**src/hdl/urh_pkg.sv**
```systemverilog
package urh_pkg;

   // History depth and derived widths
   localparam int DEPTH = 10;
   localparam int IDX_W = $clog2(DEPTH);
   localparam int CNT_W = $clog2(DEPTH + 1);

   // Keystroke codes
   localparam logic [7:0] KEY_UNDO  = 8'h55;
   localparam logic [7:0] KEY_REDO  = 8'h52;
   localparam logic [7:0] KEY_SPACE = 8'h20;

   // Result kinds
   typedef enum logic [2:0] {
      KIND_OK         = 3'd0,
      KIND_ERR        = 3'd1,
      KIND_UNDO_ENTRY = 3'd2,
      KIND_REDO_ENTRY = 3'd3,
      KIND_UNDO_EMPTY = 3'd4,
      KIND_REDO_EMPTY = 3'd5
   } kind_type;

   // Datapath operations issued by the controller
   typedef enum logic [2:0] {
      OP_NONE,
      OP_KEY,
      OP_START,
      OP_DUMP_UNDO,
      OP_DUMP_REDO
   } op_type;

   typedef struct packed {
      op_type op;
   } cmd_type;

   typedef struct packed {
      logic undo_empty;
      logic redo_empty;
      logic cursor_one;
   } status_type;

endpackage

```
**src/hdl/urh_ctrl.sv**
```systemverilog
module urh_ctrl (
   input  logic                clock,
   input  logic                reset,
   input  logic                req_tvalid,
   input  logic                req_tuser,
   output logic                req_tready,
   output logic                rsp_tvalid,
   input  logic                rsp_tready,
   input  urh_pkg::status_type status,
   output urh_pkg::cmd_type    cmd
);

   typedef enum logic [1:0] {
      S_KEYS,
      S_UNDO,
      S_REDO
   } state_type;

   state_type state_ff, state_in;
   logic      rsp_tvalid_ff, rsp_tvalid_in;
   logic      slot_free;

   // Output slot is free when empty or being drained this cycle
   assign slot_free  = !rsp_tvalid_ff || rsp_tready;
   assign req_tready = (state_ff == S_KEYS) && slot_free;
   assign rsp_tvalid = rsp_tvalid_ff;

   // Sequence keystrokes and the dump phases
   always_comb begin
      state_in      = state_ff;
      rsp_tvalid_in = rsp_tvalid_ff && !rsp_tready;
      cmd.op        = urh_pkg::OP_NONE;
      case (state_ff)
         S_KEYS: begin
            if (req_tvalid && slot_free) begin
               if (req_tuser) begin
                  cmd.op   = urh_pkg::OP_START;
                  state_in = S_UNDO;
               end else begin
                  cmd.op        = urh_pkg::OP_KEY;
                  rsp_tvalid_in = 1'b1;
               end
            end
         end
         S_UNDO: begin
            if (slot_free) begin
               cmd.op        = urh_pkg::OP_DUMP_UNDO;
               rsp_tvalid_in = 1'b1;
               if (status.undo_empty || status.cursor_one) begin
                  state_in = S_REDO;
               end
            end
         end
         S_REDO: begin
            if (slot_free) begin
               cmd.op        = urh_pkg::OP_DUMP_REDO;
               rsp_tvalid_in = 1'b1;
               if (status.redo_empty || status.cursor_one) begin
                  state_in = S_KEYS;
               end
            end
         end
         default: begin
            state_in = S_KEYS;
         end
      endcase
   end

   // Hold state and the output valid flag
   always_ff @(posedge clock) begin
      if (reset) begin
         state_ff      <= S_KEYS;
         rsp_tvalid_ff <= 1'b0;
      end else begin
         state_ff      <= state_in;
         rsp_tvalid_ff <= rsp_tvalid_in;
      end
   end

endmodule

```
**src/hdl/urh_dp.sv**
```systemverilog
module urh_dp (
   input  logic                clock,
   input  logic                reset,
   input  urh_pkg::cmd_type    cmd,
   input  logic [7:0]          key_byte,
   output urh_pkg::status_type status,
   output logic [2:0]          kind,
   output logic [7:0]          entry,
   output logic                last
);

   localparam int IW = urh_pkg::IDX_W;
   localparam int CW = urh_pkg::CNT_W;

   // Reduce a sum below twice the depth to a ring index
   function automatic logic [IW-1:0] wrap(input logic [CW:0] s);
      logic [CW:0] r;
      begin
         r = (s >= (CW+1)'(urh_pkg::DEPTH)) ? s - (CW+1)'(urh_pkg::DEPTH) : s;
         return r[IW-1:0];
      end
   endfunction

   logic [7:0]    undo_store_ff [urh_pkg::DEPTH];
   logic [7:0]    redo_store_ff [urh_pkg::DEPTH];
   logic [IW-1:0] undo_oldest_ff, undo_oldest_in;
   logic [CW-1:0] undo_count_ff, undo_count_in;
   logic [CW-1:0] redo_count_ff, redo_count_in;
   logic [CW-1:0] cursor_ff, cursor_in;
   urh_pkg::kind_type kind_ff, kind_in;
   logic [7:0]    entry_ff, entry_in;
   logic          last_ff, last_in;

   logic          undo_we, redo_we;
   logic [IW-1:0] undo_wr_idx, redo_wr_idx;
   logic [7:0]    undo_wr_data, redo_wr_data;
   logic [CW-1:0] undo_sel, redo_sel;
   logic [IW-1:0] undo_rd_idx, redo_rd_idx;
   logic [7:0]    undo_rd, redo_rd;
   logic          append_en;
   logic [7:0]    append_byte;
   logic          undo_full;
   logic          load;

   assign status.undo_empty = (undo_count_ff == '0);
   assign status.redo_empty = (redo_count_ff == '0);
   assign status.cursor_one = (cursor_ff == CW'(1));

   // Read ports: newest entry for keystrokes, cursor entry while dumping
   assign undo_sel    = (cmd.op == urh_pkg::OP_DUMP_UNDO) ? cursor_ff : undo_count_ff;
   assign redo_sel    = (cmd.op == urh_pkg::OP_DUMP_REDO) ? cursor_ff : redo_count_ff;
   assign undo_rd_idx = wrap((CW+1)'(undo_oldest_ff) + (CW+1)'(undo_sel) - (CW+1)'(1));
   assign redo_rd_idx = IW'(redo_sel - CW'(1));
   assign undo_rd     = undo_store_ff[undo_rd_idx];
   assign redo_rd     = redo_store_ff[redo_rd_idx];

   assign undo_full = (undo_count_ff == CW'(urh_pkg::DEPTH));

   // Next state for stores, counts, cursor and result
   always_comb begin
      undo_oldest_in = undo_oldest_ff;
      undo_count_in  = undo_count_ff;
      redo_count_in  = redo_count_ff;
      cursor_in      = cursor_ff;
      kind_in        = kind_ff;
      entry_in       = entry_ff;
      last_in        = last_ff;
      load           = 1'b0;
      undo_we        = 1'b0;
      undo_wr_idx    = wrap((CW+1)'(undo_oldest_ff) + (CW+1)'(undo_count_ff));
      undo_wr_data   = 8'h00;
      redo_we        = 1'b0;
      redo_wr_idx    = IW'(redo_count_ff);
      redo_wr_data   = undo_rd;
      append_en      = 1'b0;
      append_byte    = key_byte;

      case (cmd.op)
         urh_pkg::OP_KEY: begin
            load     = 1'b1;
            kind_in  = urh_pkg::KIND_OK;
            entry_in = 8'h00;
            last_in  = 1'b1;
            if (key_byte == urh_pkg::KEY_SPACE) begin
               kind_in = urh_pkg::KIND_OK;
            end else if (key_byte == urh_pkg::KEY_UNDO) begin
               if (status.undo_empty || redo_count_ff >= CW'(urh_pkg::DEPTH)) begin
                  kind_in = urh_pkg::KIND_ERR;
               end else begin
                  undo_count_in = undo_count_ff - CW'(1);
                  redo_we       = 1'b1;
                  redo_count_in = redo_count_ff + CW'(1);
               end
            end else if (key_byte == urh_pkg::KEY_REDO) begin
               if (status.redo_empty) begin
                  kind_in = urh_pkg::KIND_ERR;
               end else begin
                  redo_count_in = redo_count_ff - CW'(1);
                  append_en     = 1'b1;
                  append_byte   = redo_rd;
               end
            end else begin
               redo_count_in = '0;
               append_en     = 1'b1;
            end
         end
         urh_pkg::OP_START: begin
            cursor_in = undo_count_ff;
         end
         urh_pkg::OP_DUMP_UNDO: begin
            load    = 1'b1;
            last_in = 1'b0;
            if (status.undo_empty) begin
               kind_in   = urh_pkg::KIND_UNDO_EMPTY;
               entry_in  = 8'h00;
               cursor_in = redo_count_ff;
            end else begin
               kind_in  = urh_pkg::KIND_UNDO_ENTRY;
               entry_in = undo_rd;
               if (status.cursor_one) begin
                  cursor_in = redo_count_ff;
               end else begin
                  cursor_in = cursor_ff - CW'(1);
               end
            end
         end
         urh_pkg::OP_DUMP_REDO: begin
            load = 1'b1;
            if (status.redo_empty) begin
               kind_in  = urh_pkg::KIND_REDO_EMPTY;
               entry_in = 8'h00;
               last_in  = 1'b1;
            end else begin
               kind_in   = urh_pkg::KIND_REDO_ENTRY;
               entry_in  = redo_rd;
               last_in   = status.cursor_one;
               cursor_in = cursor_ff - CW'(1);
            end
            // Empty both stores after the final result
            if (status.redo_empty || status.cursor_one) begin
               undo_count_in  = '0;
               undo_oldest_in = '0;
               redo_count_in  = '0;
            end
         end
         default: begin
            load = 1'b0;
         end
      endcase

      // Append to the history ring, evicting the oldest entry when full
      if (append_en) begin
         undo_we      = 1'b1;
         undo_wr_data = append_byte;
         if (undo_full) begin
            undo_wr_idx    = undo_oldest_ff;
            undo_oldest_in = wrap((CW+1)'(undo_oldest_ff) + (CW+1)'(1));
            undo_count_in  = CW'(urh_pkg::DEPTH);
         end else begin
            undo_count_in = undo_count_ff + CW'(1);
         end
      end
   end

   // Write the stores
   always_ff @(posedge clock) begin
      if (undo_we) begin
         undo_store_ff[undo_wr_idx] <= undo_wr_data;
      end
      if (redo_we) begin
         redo_store_ff[redo_wr_idx] <= redo_wr_data;
      end
   end

   // Hold counts and cursor
   always_ff @(posedge clock) begin
      if (reset) begin
         undo_oldest_ff <= '0;
         undo_count_ff  <= '0;
         redo_count_ff  <= '0;
         cursor_ff      <= '0;
      end else begin
         undo_oldest_ff <= undo_oldest_in;
         undo_count_ff  <= undo_count_in;
         redo_count_ff  <= redo_count_in;
         cursor_ff      <= cursor_in;
      end
   end

   // Result payload register
   always_ff @(posedge clock) begin
      if (load) begin
         kind_ff  <= kind_in;
         entry_ff <= entry_in;
         last_ff  <= last_in;
      end
   end

   assign kind  = kind_ff;
   assign entry = entry_ff;
   assign last  = last_ff;

endmodule

```
**src/hdl/undo_redo_history_top.sv**
```systemverilog
// Bounded undo/redo history of keystroke bytes. A keystroke transaction on req (tuser = 0,
// tdata[7:0] = byte) gives exactly one rsp transaction with tlast set: kind accepted or
// error. 'U' moves the newest history byte onto the redo stack, 'R' moves it back, a space
// does nothing, any other byte clears the redo stack and joins the history, evicting the
// oldest of DEPTH entries when full. An end-of-line transaction (tuser = 1) lists the
// history newest first, then the redo stack top first (an empty marker stands for a store
// with no entries), sets tlast on the final result and empties both stores. Keystrokes can
// be accepted back to back while rsp is drained; a dump emits one result per cycle from the
// single output register while rsp is drained, and req is held off until the dump ends.
// rsp_tdata: [2:0] kind, [10:3] entry, [15:11] zero.
module undo_redo_history_top (
   input  logic        clock,
   input  logic        reset,
   input  logic        req_tvalid,
   output logic        req_tready,
   input  logic [7:0]  req_tdata,   // [7:0] key_byte
   input  logic        req_tuser,   // [0] command
   output logic        rsp_tvalid,
   input  logic        rsp_tready,
   output logic [15:0] rsp_tdata,   // [2:0] kind, [10:3] entry
   output logic        rsp_tlast
);

   urh_pkg::cmd_type    cmd;
   urh_pkg::status_type status;
   logic [2:0]          kind;
   logic [7:0]          entry;

   urh_ctrl u_ctrl (
      .clock      (clock),
      .reset      (reset),
      .req_tvalid (req_tvalid),
      .req_tuser  (req_tuser),
      .req_tready (req_tready),
      .rsp_tvalid (rsp_tvalid),
      .rsp_tready (rsp_tready),
      .status     (status),
      .cmd        (cmd)
   );

   urh_dp u_dp (
      .clock    (clock),
      .reset    (reset),
      .cmd      (cmd),
      .key_byte (req_tdata),
      .status   (status),
      .kind     (kind),
      .entry    (entry),
      .last     (rsp_tlast)
   );

   // Pack the result fields
   assign rsp_tdata = {5'b00000, entry, kind};

endmodule

```
**config.mk**
```make
export PLATFORM = sky130hd
export DESIGN_NAME = undo_redo_history_top
export DESIGN_NICKNAME = d
export VERILOG_FILES = /design/src/hdl/urh_pkg.sv /design/src/hdl/urh_ctrl.sv /design/src/hdl/urh_dp.sv /design/src/hdl/undo_redo_history_top.sv
export SDC_FILE = /design/constraint.sdc
export NUM_CORES = 1
export LEC_CHECK = 0
export BUFFER_PORTS_ARGS = -buffer_cell sky130_fd_sc_hd__buf_2
export CORE_MARGIN = 2
export CORE_UTILIZATION = 30
export CTS_CLUSTER_SIZE = 16
export DETAILED_ROUTE_END_ITERATION = 8
export REMOVE_ABC_BUFFERS = 1
export SYNTH_ARGS = -nofsm -noshare
export SYNTH_HDL_FRONTEND = slang
export SYNTH_SLANG_ARGS = --single-unit
export TNS_END_PERCENT = 10
```
**constraint.sdc**
```tcl
create_clock -name clock -period 9.1 [get_ports clock]
set_input_delay 1.82 -clock clock [delete_from_list [all_inputs] [get_ports clock]]
set_output_delay 1.82 -clock clock [all_outputs]
set_load 0.05 [all_outputs]
```
# Word-level counts from Yosys, hierarchy flattened
# Memory sizes are Yosys's and may differ from the RTL's.
# Cells that the tools add are included.
# op_classes
reduce_logical	23
magnitude_cmp	4
n_eq_ne	26
n_shift	0
n_bitwise	0
muxes	78
div_mod_pow	0
n_addsub	13
multipliers	0
# op_table
cell	n
$mux 4	25
$mux 8	8
$pmux 8 s3	1
$mux 1	21
$mux 3	7
$pmux 3 s3	2
$eq 8x7->1 const B	2
$mux 2	8
$pmux 4 s2	2
$sub 4x1->4 const B	4
$ge 5x4->1 const B	3
$pmux 4 s3	1
$sub 4x4->4 const B	3
$add 4x4->5	2
$ne 2x2->1 const B	5
$reduce_and 5->1	2
$ne 3x2->1 const B	3
$reduce_bool 3->1	3
$add 4x1->4 const B	2
$eq 8x6->1 const B	1
$logic_not 4->1	2
$ne 2x1->1 const B	4
$eq 3x2->1 const B	2
$pmux 2 s3	1
other kinds (23)	30
# word_totals
inputBits	13
ram_bits	160
memories	2
latch_bits	0
word_cells	155
regBits	31
mem_bits_ro	0
# mem_list
memory	words	width	read_ports	rd_clocked_by_memory_dff	wr	line_no	rtl
u_dp.redo_store_ff	10	8	1	0	1	urh_dp.sv:25	logic [7:0] redo_store_ff [urh_pkg::DEPTH];
u_dp.undo_store_ff	10	8	1	0	1	urh_dp.sv:24	logic [7:0] undo_store_ff [urh_pkg::DEPTH];

# Longest topological paths before layout
# An unclocked memory read counts as a cell.
# depth
depth_word	15
ltp_mapped	19
depth_no_buf	18

# Cells and area by module
# Synthesis repeated with hierarchy kept, for this count alone.
# unflattened
cells_unflattened	802
area_unflattened_um2	9977.1
# modules_own_cells
mod	instances	area_per_inst_um2	cells_per_inst	seq_area_each_um2
urh_dp	1	9614.2	759	5485.3
urh_ctrl	1	321.6	37	60.1
undo_redo_history_top	1	41.3	6	0.0

# Worst setup path after synthesis
# Ideal clock, no wire load.
# synth_path
path_type	in2reg
startpoint	input rsp_tready
endpoint	memory u_dp.redo_store_ff[0][0] (data pin)
setup_ns	0.246
stages	17
arrival_ns	5.685
n_path_buf	1
path_slack_ns	3.169
cell_sequence	and2b_1 -> buf_6 -> nor3_1 -> nand2_1 -> mux2i_1 -> ha_1 -> inv_1 -> ha_1 -> fa_1 -> inv_1 -> ha_1 -> o21ai_0 -> a2bb2o_4 -> mux2i_2 -> mux4_2 -> and2_1 -> a21oi_1
# synth_between
elab_chain_len	11
word_cells_on_any_way	14
classes_between	add/sub: 3; order compare: 1; eq/ne: 1; mux: 6; reduce/logical: 2; memory: 1
# synth_rtl
item	line_no	rtl
start, declared	undo_redo_history_top.sv:19	input logic rsp_tready,
$logic_or 1x1->1 *	urh_ctrl.sv:24	assign slot_free = !rsp_tvalid_ff || rsp_tready;
$logic_and 1x1->1	urh_ctrl.sv:35	if (req_tvalid && slot_free) begin
$mux 3	urh_ctrl.sv:35	
$pmux 3 s3 *	urh_ctrl.sv:33	case (state_ff)
$eq 3x2->1 *	urh_dp.sv:50	assign undo_sel = (cmd.op == urh_pkg::OP_DUMP_UNDO) ? cursor_ff : undo_count_ff;
$mux 4 *	urh_dp.sv:50	
$add 4x4->5 *	urh_dp.sv:52	assign undo_rd_idx = wrap((CW+1)'(undo_oldest_ff) + (CW+1)'(undo_sel) - (CW+1)'(1));
$sub 5x1->5 *	urh_dp.sv:52	
$sub 4x4->4 or $ge 5x4->1 (tied branches)	urh_dp.sv:19	r = (s >= (CW+1)'(urh_pkg::DEPTH)) ? s - (CW+1)'(urh_pkg::DEPTH) : s;
$mux 4 *	urh_dp.sv:19	
$mem_v2 10x8 *	-	
named net u_dp.redo_wr_data[0]	urh_dp.sv:36	logic [7:0] undo_wr_data, redo_wr_data;
end, declared	urh_dp.sv:25	
# The timed path passes the listed nets; every way through them passes the cells marked *.

# Worst setup path in the final report
# layout_path
startpoint	input rsp_tready
endpoint	memory u_dp.redo_store_ff[4][0] (data pin)
# The elaborated chain is that of the path after synthesis.

==> metrics.txt <==
Num CTS Buffers 17; Die Y around 180 um; post-CTS setup buffer count 0; grt total ovfl 0; row count 65; Fin Setup TNS 0 ns; Seq pwr share 0.356; nets@finish around 830; RSZ-0062 raised after global routing false; minimum clock period approximately 6.7 ns; Yosys reg bits between 150 and 200; Synth Area per Inst between 10 and 15 um2; largest net degree at the start of global routing 27; highest-count cells in the layout ignoring fill and taps edfxtp_1, nor2_1, mux2i_1; initial antenna violation count 0; CP required around 9 ns; P_int 0.00257 W; commonest register cell after synthesis edfxtp_1; CTS max path bufs 2; clk_lat worst skew roughly 0.45 ns; Vias/cell 5.23; Antenna Diode Count 0; Max-Cap Viols 0; Net Sw Frac 0.418; post-synthesis sequential area ratio 0.575; Tcrit/Tclk final 0.732; Netlist cell types 83; placed cell count about 1200; Non-Filler Instances roughly 1200; Yosys top cell by area edfxtp_1; endpoints failing setup 0; top-area cell type share of the netlist area 0.535; WL final about 23000 um; port bufs 26; pwr/cell area about 410 nW/um2; Root Driver clkbuf_16; IO Count 32; crit path DAT 6.82 ns; critical path class primary input to flop; Final Skew roughly 0.016 ns; core area 31600 um2; DR vias ~6300; status finished, final reports clean; Logic pwr share 0.473; post-DP HPWL 16000 um; commonest non-fill, non-tap cell in the layout edfxtp_1; Final ANT Viol Nets 0; Rel. slew slack 0.261; Leakage between 3 and 4 nW; Startpoint Class primary input; Area Growth Syn to Fin 11.4%; hold buffers post-CTS 0; Max Fclk 150 MHz; post-DR wirelength/cell approximately 19 um; fillers around 3000; CP Capture Type flop; worst hold path type flop to flop; Die Width between 150 and 200 um; initial core utilization 0.305; Post-synth EDFFs ~170; final hold violation count 0; crit-path max FO 26; vias in the first global route about 6200; Mapped Area 9650 um2; number of detailed-route iterations in the first pass 5; Post-CTS Resized 0; worst vdd ir ~0.00024 V; clock power share 0.171; Final Instance Area roughly 11000 um2; number of synthesis warnings 0; Cell Area, Placed 10100 um2; Post-synth ARST share 0; Slew Viols, Final 0; Worst-Margin Slew 1.11 ns; GRT Total Usage 0.140; first-pass GRT wire length 35700 um; Die Area between 30000 and 40000 um2; ratio of cells with drive above 1 in the final layout 0.136; hold_ws roughly 0.56 ns; Clock Sinks roughly 190; Initial DRC Count roughly 500; routability cong. about 0.8; CTS clk-pin slew, worst paths 0.08 ns; CTS tree done; ranking of synthesized cells by area edfxtp_1, mux2i_1, ha_1; # DRC 0; Psw 0.00184 W; synthesized instance count just under 800; H-tree Lvls 4
sequential cells by signal, summed over array words and instances, names as in the netlist, 3 cells and up:
name / count
u_dp.redo_store_ff: 80
u_dp.undo_store_ff: 80
u_dp.entry: 8
u_dp.cursor_ff: 4
u_dp.redo_count_ff: 4
u_dp.undo_count_ff: 4
u_dp.undo_oldest_ff: 4
u_dp.kind: 3
worst paths after layout:
| check | from | endpoint | slack, ns | depth (start not counted) |
|---|---|---|---|---|
| setup / recovery | rsp_tready | u_dp.redo_store_ff[4][0]$_DFFE_PP_ | 2.44 | 18 |
| hold / removal | u_ctrl.state_ff[1]$_SDFFE_PP0P_ | u_ctrl.state_ff[1]$_SDFFE_PP0P_ | 0.56 | 2 |
| setup reg to reg | u_ctrl.state_ff[0]$_SDFFE_PP0P_ | u_dp.redo_store_ff[4][0]$_DFFE_PP_ | 3.40 | 17 |
| hold reg to reg | u_ctrl.state_ff[1]$_SDFFE_PP0P_ | u_ctrl.state_ff[1]$_SDFFE_PP0P_ | 0.56 | 2 |
logic make-up (layout without fill, tap and decap cells):
group / Yosys count / count (layout) / synth area share
fa+ha+maj: 33 / 33 / 0.0443
compound gates: 151 / 151 / 0.112
xor+xnor: 10 / 10 / 0.0110
mux: 72 / 72 / 0.0901
simple gates: 243 / 243 / 0.131
other cells: 1 / 5 / 0.000389
buf+inv: 73 / 94 / 0.0364
flops: 191 / 191 / 0.575
layout make-up:
cell class	instances	area, um2	area share
Sequential cell	191	5550	0.516
Clock inverter	15	189	0.0176
Timing Repair Buffer	33	183	0.0170
Clock buffer	17	425	0.0396
Tap cell	402	503	0.0468
Multi-Input combinational cell	514	3800	0.353
Inverter	29	109	0.0101
stage by stage:
step,worst slack (ns),total power (W),utilization
floorplan,2.65,0.00307,-
global placement,2.13,0.00364,0.321
detailed placement,2.01,0.00367,0.321
CTS,2.41,0.00443,0.340
global route,2.04,0.00466,0.340
finish,2.44,0.00441,0.340
cell usage after synthesis (all sizes together) (7+ instances only):
master / instances
a211oi: 11
a21oi: 37
and2: 15
buf: 20
clkbuf: 24
dfxtp: 19
edfxtp: 172
ha: 31
inv: 28
mux2i: 56
mux4: 10
nand2: 51
nand3: 36
nand3b: 9
nor2: 64
nor3: 14
nor3b: 7
nor4: 13
o21ai: 28
o22ai: 7
o32ai: 8
or3: 7
xnor2: 8
power by group through the flow:
stage | Clock [W] | Sequential (W) | Combinational (W)
2_1_floorplan | 0 | 0.00167 | 0.00140
3_3_place_gp | 0 | 0.00159 | 0.00205
3_5_place_dp | 0 | 0.00159 | 0.00208
4_1_cts | 0.000770 | 0.00157 | 0.00209
5_1_grt | 0.000803 | 0.00158 | 0.00228
6_report | 0.000757 | 0.00157 | 0.00209
layer usage:
layer | vias to the layer above | GRT usage | share of wire
li1 | 2981 | - | -
met3 | 35 | 0.0246 | 0.043
met2 | 154 | 0.249 | 0.51
met1 | 3106 | 0.172 | 0.42
met5 | - | 0 | 0
met4 | 0 | 0.0470 | 0.021
worst max-delay path: stages:
cell	delay (ns)
buf_2	0.08
and2b_1	0.28
nor3_1	0.25
nand2_1	0.25
mux2i_1	0.19
ha_1	0.32
inv_1	0.04
ha_1	0.22
fa_1	0.46
inv_1	0.10
ha_1	0.20
o21ai_0	0.12
a2bb2o_4	0.25
xnor2_4	0.84
mux2i_1	0.19
mux4_2	0.49
and2_1	0.18
a21oi_1	0.51
No activity file was read; power rests on OpenSTA's default activity.
